## config.mk

```make
export PLATFORM = sky130hd
export DESIGN_NAME = moc_divider
export DESIGN_NICKNAME = d
export VERILOG_FILES = /design/src/rtl/moc_divider.sv
export VERILOG_INCLUDE_DIRS = /design/src /design/src/rtl
export SDC_FILE = /design/constraint.sdc
export NUM_CORES = 1
export LEC_CHECK = 0
export ABC_AREA = 1
export BUFFER_PORTS_ARGS = -buffer_cell sky130_fd_sc_hd__buf_2
export CAP_MARGIN = 20
export CORE_ASPECT_RATIO = 1.5
export CORE_UTILIZATION = 45
export DETAILED_ROUTE_END_ITERATION = 16
export PLACE_DENSITY = 0.7
export SETUP_SLACK_MARGIN = 0.05
export SLEW_MARGIN = 0
export SYNTH_ARGS = -nofsm -noshare
export SYNTH_HDL_FRONTEND = slang
export SYNTH_SLANG_ARGS = --single-unit
```

## constraint.sdc

```tcl
create_clock -name clock -period 2.63 [get_ports clock]
set_input_delay 0.1315 -clock clock [delete_from_list [all_inputs] [get_ports clock]]
set_output_delay 0.1315 -clock clock [all_outputs]
set_load 0.1 [all_outputs]
```

## src/rtl/assert_macros.svh

```systemverilog
// Assertion macros shared by the mosaic compositor RTL.
// No dependencies.
`ifndef ASSERT_MACROS_SVH
`define ASSERT_MACROS_SVH
`define ASSERT_IMPL(lbl, clk, rst, a, c) \
   lbl: assert property (@(posedge clk) disable iff (rst) (a) |-> (c)) else $error("lbl");
`define ASSERT_NEXT(lbl, clk, rst, a, c) \
   lbl: assert property (@(posedge clk) disable iff (rst) (a) |=> (c)) else $error("lbl");
`endif

```

## src/rtl/moc_divider.sv

```systemverilog
// Restoring divider for the mean: quotient = num / den, one bit a cycle.
// Depends on assert_macros.svh.
`include "assert_macros.svh"
module moc_divider #(
   parameter int NW = 16,
   parameter int DW = 6
) (
   input  logic          clock,
   input  logic          reset,
   input  logic          start,
   input  logic [NW-1:0] num,
   input  logic [DW-1:0] den,
   output logic          busy,
   output logic [NW-1:0] quot
);
   localparam int CW = $clog2(NW + 1);
   logic [NW-1:0] q_ff, q_in;
   logic [DW:0]   r_ff, r_in;
   logic [CW-1:0] cnt_ff, cnt_in;
   logic          busy_ff, busy_in;
   logic [DW:0]   trial;

   always_comb begin
      q_in = q_ff;
      r_in = r_ff;
      cnt_in = cnt_ff;
      busy_in = busy_ff;
      trial = {r_ff[DW-1:0], q_ff[NW-1]};
      if (start) begin
         q_in = num;
         r_in = '0;
         cnt_in = CW'(NW);
         busy_in = 1'b1;
      end else if (busy_ff) begin
         if (trial >= {1'b0, den}) begin
            r_in = trial - {1'b0, den};
            q_in = {q_ff[NW-2:0], 1'b1};
         end else begin
            r_in = trial;
            q_in = {q_ff[NW-2:0], 1'b0};
         end
         cnt_in = cnt_ff - 1'b1;
         if (cnt_ff == CW'(1)) begin
            busy_in = 1'b0;
         end
      end
   end

   always_ff @(posedge clock) begin
      q_ff <= q_in;
      r_ff <= r_in;
      if (reset) begin
         busy_ff <= 1'b0;
         cnt_ff <= '0;
      end else begin
         busy_ff <= busy_in;
         cnt_ff <= cnt_in;
      end
   end

   assign busy = busy_ff;
   assign quot = q_ff;

   `ASSERT_IMPL(a_div_cnt, clock, reset, busy_ff, cnt_ff != '0)
   `ASSERT_NEXT(a_div_start, clock, reset, start, busy_ff)
endmodule
```

; ---- After elaboration in Yosys (flattened, before gate mapping)
; Cells that the tools add are included.
[classes]
reduce_logical = 2
n_addsub = 2
muxes = 9
eq_ne = 1
order_cmp = 1
[op_table]
columns = cell, count
row1 = 16-bit two-way mux, 2
row2 = 5-bit two-way mux, 2
row3 = 7-bit by 6-bit greater-or-equal comparator with 1-bit output, 1
row4 = 6-bit two-way mux, 1
row5 = 6-bit subtractor, 1
row6 = 5-bit by 1-bit equality test with 1-bit output (second input constant), 1
row7 = 5-bit by 1-bit subtractor with 5-bit output (second input constant), 1
row8 = 1-bit two-way mux, 4
row9 = 2-bit nonzero test, 1
row10 = 2-bit OR reduction, 1
[word_totals]
ff_bits = 28
out_inout_bits = 17

; ---- Longest topological paths before layout
; Gate-level depths: netlist of run 1.
[depth]
word_depth = 4
ltp_mapped = 11
mapped_depth_nobuf = 11

; ---- Least setup slack after synthesis of run 1
; Ideal clock, no wire load.
[synth_path]
path_type = flip-flop to flip-flop
start = register q_ff[15], in the netlist quot[15]
end = register r_ff[4]
synth_period_minus_slack_ps = 2258
path_buffers = 0
t_required_ps = 2517
t_arrival_ps = 2145
path_stages_with_launch = 9
path_slack_ps = 372
cell_sequence = edfxtp_1 inv_1 ha_1 fa_1 nand3b_1 nand4_1 nand3_2 nand3_1 nand2_1
[synth_between]
elab_chain_len = 2
[synth_rtl]
columns = element, line
row1 = start: declaration, moc_divider.sv:17  ; logic [NW-1:0] q_ff, q_in;
row2 = start signal: assignment, moc_divider.sv:50  ; q_ff <= q_in;
row3 = 6-bit subtractor or 7-bit by 6-bit greater-or-equal comparator with 1-bit output (tied branches), "moc_divider.sv:36, moc_divider.sv:35"
row4 = 6-bit two-way mux *, moc_divider.sv:35  ; if (trial >= {1'b0, den}) begin
row5 = end signal: assignment, moc_divider.sv:51  ; r_ff <= r_in;
row6 = end: declaration, moc_divider.sv:18  ; logic [DW:0] r_ff, r_in;
; Every way passes the cells marked *; elsewhere a longest branch is shown, timed or not.
; A chain may end at the register's enable or synchronous reset.

; ---- Final worst setup path of run 1
; Same ends and word-level chain as after synthesis.

==> results of run 1 <==
==> final timing paths <==
kind / cells past startpoint / startpoint / slack (ns) / to
setup / recovery: 9 / quot[15] / 1.01 / r_ff[4]
hold / removal: 4 / reset / 0.11 / cnt_ff[4]
setup reg to reg: 9 / quot[15] / 1.01 / r_ff[4]
hold reg to reg: 2 / cnt_ff[4] / 0.47 / cnt_ff[4]
==> where the power goes <==
group | internal (mW) | switching [mW]
Clock | 0.105 | 0.131
Combinational | 0.112 | 0.353
Sequential | 0.512 | 0.0282
==> Yosys cell counts (2+ instances only) <==
| cell | n | area (um2) |
|---|---|---|
| ha_1 | 9 | 113 |
| edfxtp_1 | 16 | 480 |
| nand4_1 | 3 | 18.8 |
| inv_2 | 6 | 22.5 |
| nor2_4 | 2 | 22.5 |
| clkbuf_1 | 2 | 7.51 |
| nand2_1 | 74 | 278 |
| dfxtp_1 | 12 | 240 |
| nand3b_1 | 3 | 22.5 |
| nand2_4 | 2 | 22.5 |
| nor2_1 | 11 | 41.3 |
| a31oi_1 | 2 | 12.5 |
| nand2_2 | 4 | 25.0 |
| a21oi_2 | 2 | 17.5 |
| nand3_1 | 15 | 75.1 |
| xor2_1 | 2 | 17.5 |
| inv_1 | 21 | 78.8 |
| nand3_2 | 2 | 20.0 |
==> metrics by stage <==
stage | setup WS (ns) | util, % | area [um2] | total power [mW]
5_1_grt | 0.878 | 55.4 | 1910 | 1.32
2_1_floorplan | 0.372 | - | 1630 | 0.935
3_3_place_gp | 1.02 | 54.1 | 1860 | 1.01
3_5_place_dp | 1.02 | 54.1 | 1860 | 1.02
6_report | 1.01 | 55.4 | 1910 | 1.24
4_1_cts | 0.990 | 55.4 | 1910 | 1.26
==> metal layers <==
| metal | GRT usage (%) | part of all wire (%) |
|---|---|---|
| met2 | 32.9 | 51 |
| met1 | 21.7 | 44 |
| met3 | 2.59 | 3.5 |
| met5 | 0 | 0 |
| met4 | 9.26 | 1.9 |
==> worst max-delay path: stages, from the launching register on <==
cell	delay, ns
edfxtp_1	0.36
inv_1	0.07
ha_1	0.20
fa_1	0.40
nand3b_1	0.19
nand3_1	0.08
nand2_1	0.06
nand3_2	0.06
nand3_1	0.06
nand2_1	0.06
==> cells by family (layout without fill, tap and decap cells) <==
group                    Yosys count  in the layout  synth area share [%]
XOR/XNOR                           3              3                  1.61
AO/OA/AOI/OAI                      7              7                  3.07
flip-flops                        28             28                  44.2
AND/OR/NAND/NOR                  121            121                  35.1
buffers and inverters             32             73                  7.90
adder cells (fa/ha/maj)           10             10                  8.14
==> final cells by class <==
type | count | area (um2) | share of cell area (%)
timing repair buffer | 41 | 205 | 10.7
clock buffer | 3 | 41.3 | 2.16
tap | 42 | 52.6 | 2.75
inverter | 28 | 105 | 5.50
multi-input combinational | 141 | 781 | 40.9
clock inverter | 1 | 3.75 | 0.197
sequential | 28 | 721 | 37.7
==> state kept, by name, summed over array words and instances (netlist names) <==
name / count
quot: 16
cnt_ff: 5
r_ff: 6
busy: 1
==> flow_summary.ini, run 1 <==
[critical_path]
cp-start-kind = flip-flop
criticalPathCategory = reg2reg
crit_required_ns = 2.86
crit_arrival_ns = 1.85
cp_max_fo = 3
cp-end-kind = flip-flop

[power_and_ir_drop]
power.density_nw_per_um2 = 650
ir_drop_mv = 0.370
p_leak_nw = 0.995

[sta]
fin_setup_tns_ns = 0
final-hold-violation-count = 0
finalCritPeriodShare_pct = 61.6
drv_slew = 0
period_needed_ns = 1.62
fmaxAchievable_mhz = 618
setup_violations = 0
skew_ns = 0.00367
worst_slew_pin_slew_ns = 0.497
slew_headroom_pct = 67.1
rsz0062_at_grt = false
hold_ws_ns = 0.106

[global_routing]
grt_max_degree = 21
grt.overflow.total = 0
grt_pass1_wl_mm = 5.35
grt_usage_pct = 18.6
grt_pass1_vias = 1243
antenna_found_initial = 0

[yosys]
synth_seq_cells = 28
ys.flop_type = edfxtp_1
synth_area_um2 = 1630
syn_inst = 201
ys_seq_area_share_pct = 44.2
async_flop_share_pct = 0
syn_avg_cell_area_um2 = 8.11
ys_warn_count = 0
syn-num-nets = 236
synthDistinctLibCells = 31
synth_edf_count = 16

[placed_design]
io_buffer_count = 41
gp_congestion = 0.794
place_inst = 280
dp.final_hpwl_mm = 2.46

[cts]
cts.sinks = 28
path_clk_slew_ns = 0.09
cts_root_buf = clkbuf_8
cts_buffer_depth = 2
cts_max_level = 1
post_cts_resized = 0
cts_buffers = 3
clock_latency_ns = 0.28
tritoncts = built
hold_buffers = 0
cts_setup_buffers = 0

[final_layout]
layout.cells.non_filler = 284
layout_commonest_cell = nand2_1
nets = 278
antenna-diode-count = 0
layout-drive-gt1-share_pct = 26.9
nFillCells = 361
syn2layout_area_growth_pct = 17.1
layout_common_cells = nand2_1, buf_2, inv_1

[route]
avgViaCountPerCell = 4.82
final_antenna_net_count = 0
vias = 1370
first_pass_iters = 4
wl_per_cell_um = 11.2
drt_iter0_drc = 45
routed_wl_mm = 3.19
drc_errors = 0

[die]
initial_core_util_pct = 47.3
dieArea_um2 = 3870
die_w_um = 51.1
rows = 26
pin_count = 42
dieHeight_um = 75.7
core_um2 = 3450

[outcome]
status = completed

[min_path]
min_path_type = in2reg

[run]
maxCapViolCount = 0
Power figures use the tool's default switching activity.
==> run 2, diff against run 1 <==
==> constraint.sdc (replaced) <==
create_clock -name clock -period 1.5 [get_ports clock]
set_input_delay 0.075 -clock clock [delete_from_list [all_inputs] [get_ports clock]]
set_output_delay 0.075 -clock clock [all_outputs]
set_load 0.1 [all_outputs]
==> run 2 against run 1 <==
Against the previous run: flip-flop and latch count stayed put; highest routed layer unchanged; global-route usage hardly changed; clock power is 72% higher; largest cell class unchanged; first-iteration DRC count is 42% lower; final cell count is 3.9% higher; core utilization is 4.0 points higher; register-to-register slack worse by 1.0 ns; sequential power is 74% higher; the flow now finishes with violations (setup timing); wire length is 2.1% higher.
==> flow_summary.ini, run 2 (same netlist as run 1, synthesis figures left out) <==
[sta]
drv_slew = 0
fin_ws_ns = -0.0338
skew_ns = 0.00132
setup_violations = 3
fmaxAchievable_mhz = 652
rsz0062_at_grt = true
final-hold-violation-count = 0
worst_slew_pin_slew_ns = 0.499
slew_headroom_pct = 67.0
period_needed_ns = 1.53
finalCritPeriodShare_pct = 102
hold_ws_ns = 0.0493

[final_layout]
design_area_um2 = 2050
layout_commonest_cell = nand2_1
layout.cells.non_filler = 295
layout_common_cells = nand2_1, buf_2, inv_1
largest_reg_flops = 16
utilization_pct = 59.3
syn2layout_area_growth_pct = 25.5
antenna-diode-count = 0
nFillCells = 344
nets = 289
layout-drive-gt1-share_pct = 32.8

[cts]
cts_buffer_depth = 2
cts_buffers = 3
clock_latency_ns = 0.27
cts_root_buf = clkbuf_8
cts_max_level = 1
hold_buffers = 0
path_clk_slew_ns = 0.09
cts.sinks = 28
tritoncts = built

[route]
wl_per_cell_um = 11.0
routed_wl_mm = 3.26
final_antenna_net_count = 0
avgViaCountPerCell = 4.83
drc_errors = 0
first_pass_iters = 4
drt_iter0_drc = 26
vias = 1424

[die]
dieHeight_um = 75.7
die_w_um = 51.1
pin_count = 42
dieArea_um2 = 3870
rows = 26
initial_core_util_pct = 47.3
core_um2 = 3450

[placed_design]
dp.final_hpwl_mm = 2.59
place_inst = 290
place_area_um2 = 1960
gp_congestion = 0.824
io_buffer_count = 41

[global_routing]
grt_pass1_vias = 1310
grt_pass1_wl_mm = 5.30
met2_usage_pct = 34.5
grt_max_degree = 21
grt_util_met3_pct = 2.40
busiest_layer = met2
antenna_found_initial = 0
grt.overflow.total = 0
grt_usage_pct = 18.5
use_met1_pct = 20.8

[critical_path]
cp-end-kind = flip-flop
ff2ff_path_depth = 5
cp_num_cells = 5
crit_required_ns = 1.51
slowest_stage = edfxtp_1
cp_max_fo = 7
path_delay_family = flip-flops
cp-start-kind = flip-flop
slowest_delay_ns = 0.42
critPathBufInv = 1
criticalPathCategory = reg2reg
crit_arrival_ns = 1.55
cp_cell_sequence = inv_2 -> ha_1 -> and3_4 -> a21oi_4 -> a31oi_1

[min_path]
min_path_type = in2reg
worstHoldPathCells = 4

[outcome]
violations = setup timing
status = finished, violations left

[power_and_ir_drop]
p_leak_nw = 1.05
power.density_nw_per_um2 = 1100
power_mw = 2.24
ir_drop_mv = 0.768

[run]
maxCapViolCount = 0
-- run 2: path summary, 6_finish.rpt --
check | slack (ns) | start | end
setup / recovery | -0.03 | quot[15] | quot[0]
setup reg to reg | -0.03 | quot[15] | quot[0]
hold / removal | 0.05 | reset | cnt_ff[4]
hold reg to reg | 0.48 | r_ff[4] | r_ff[4]
-- run 2: repair_timing --
item,CTS,global route
pin swaps,3,2
setup endpoints to repair,7,7
buffers inserted,1,0
resized for setup,3,2
-- run 2: layer usage --
| layer | wire length [um] | vias to the layer above |
|---|---|---|
| met5 | 0 | - |
| met4 | 60 | 0 |
| met3 | 135 | 5 |
| met2 | 1710 | 35 |
| met1 | 1350 | 644 |
| li1 | - | 740 |
-- run 2: layout make-up --
type                       instances  area, um2  share of cell area [%]
inverter                          28        105                    5.14
timing repair buffer              52        288                    14.1
clock buffer                       3       41.3                    2.02
multi-input combinational        141        833                    40.7
sequential                        28        722                    35.3
tap                               42       52.6                    2.57
clock inverter                     1       3.75                   0.183
-- run 2: through the flow --
step / setup TNS (ns) / setup slack (ns)
final: -0.0684 / -0.0338
after global routing: -0.559 / -0.143
after CTS: -0.0711 / -0.0404
after detailed placement: -0.118 / -0.0692
after global placement: -0.0679 / -0.0394
after floorplan: -9.23 / -0.647
-- run 2: worst reg2reg max path, cell delays in order (launching register included) --
cell and delay, ns:
edfxtp_1 0.42, inv_2 0.11, ha_1 0.25, and3_4 0.17
a21oi_4 0.21, a31oi_1 0.12
-- run 2: where the power goes --
group          total [mW]  leakage [nW]  internal, mW  switching [mW]
sequential          0.943         0.263         0.899          0.0445
combinational       0.894         0.761         0.245           0.649
clock               0.405        0.0231         0.184           0.221
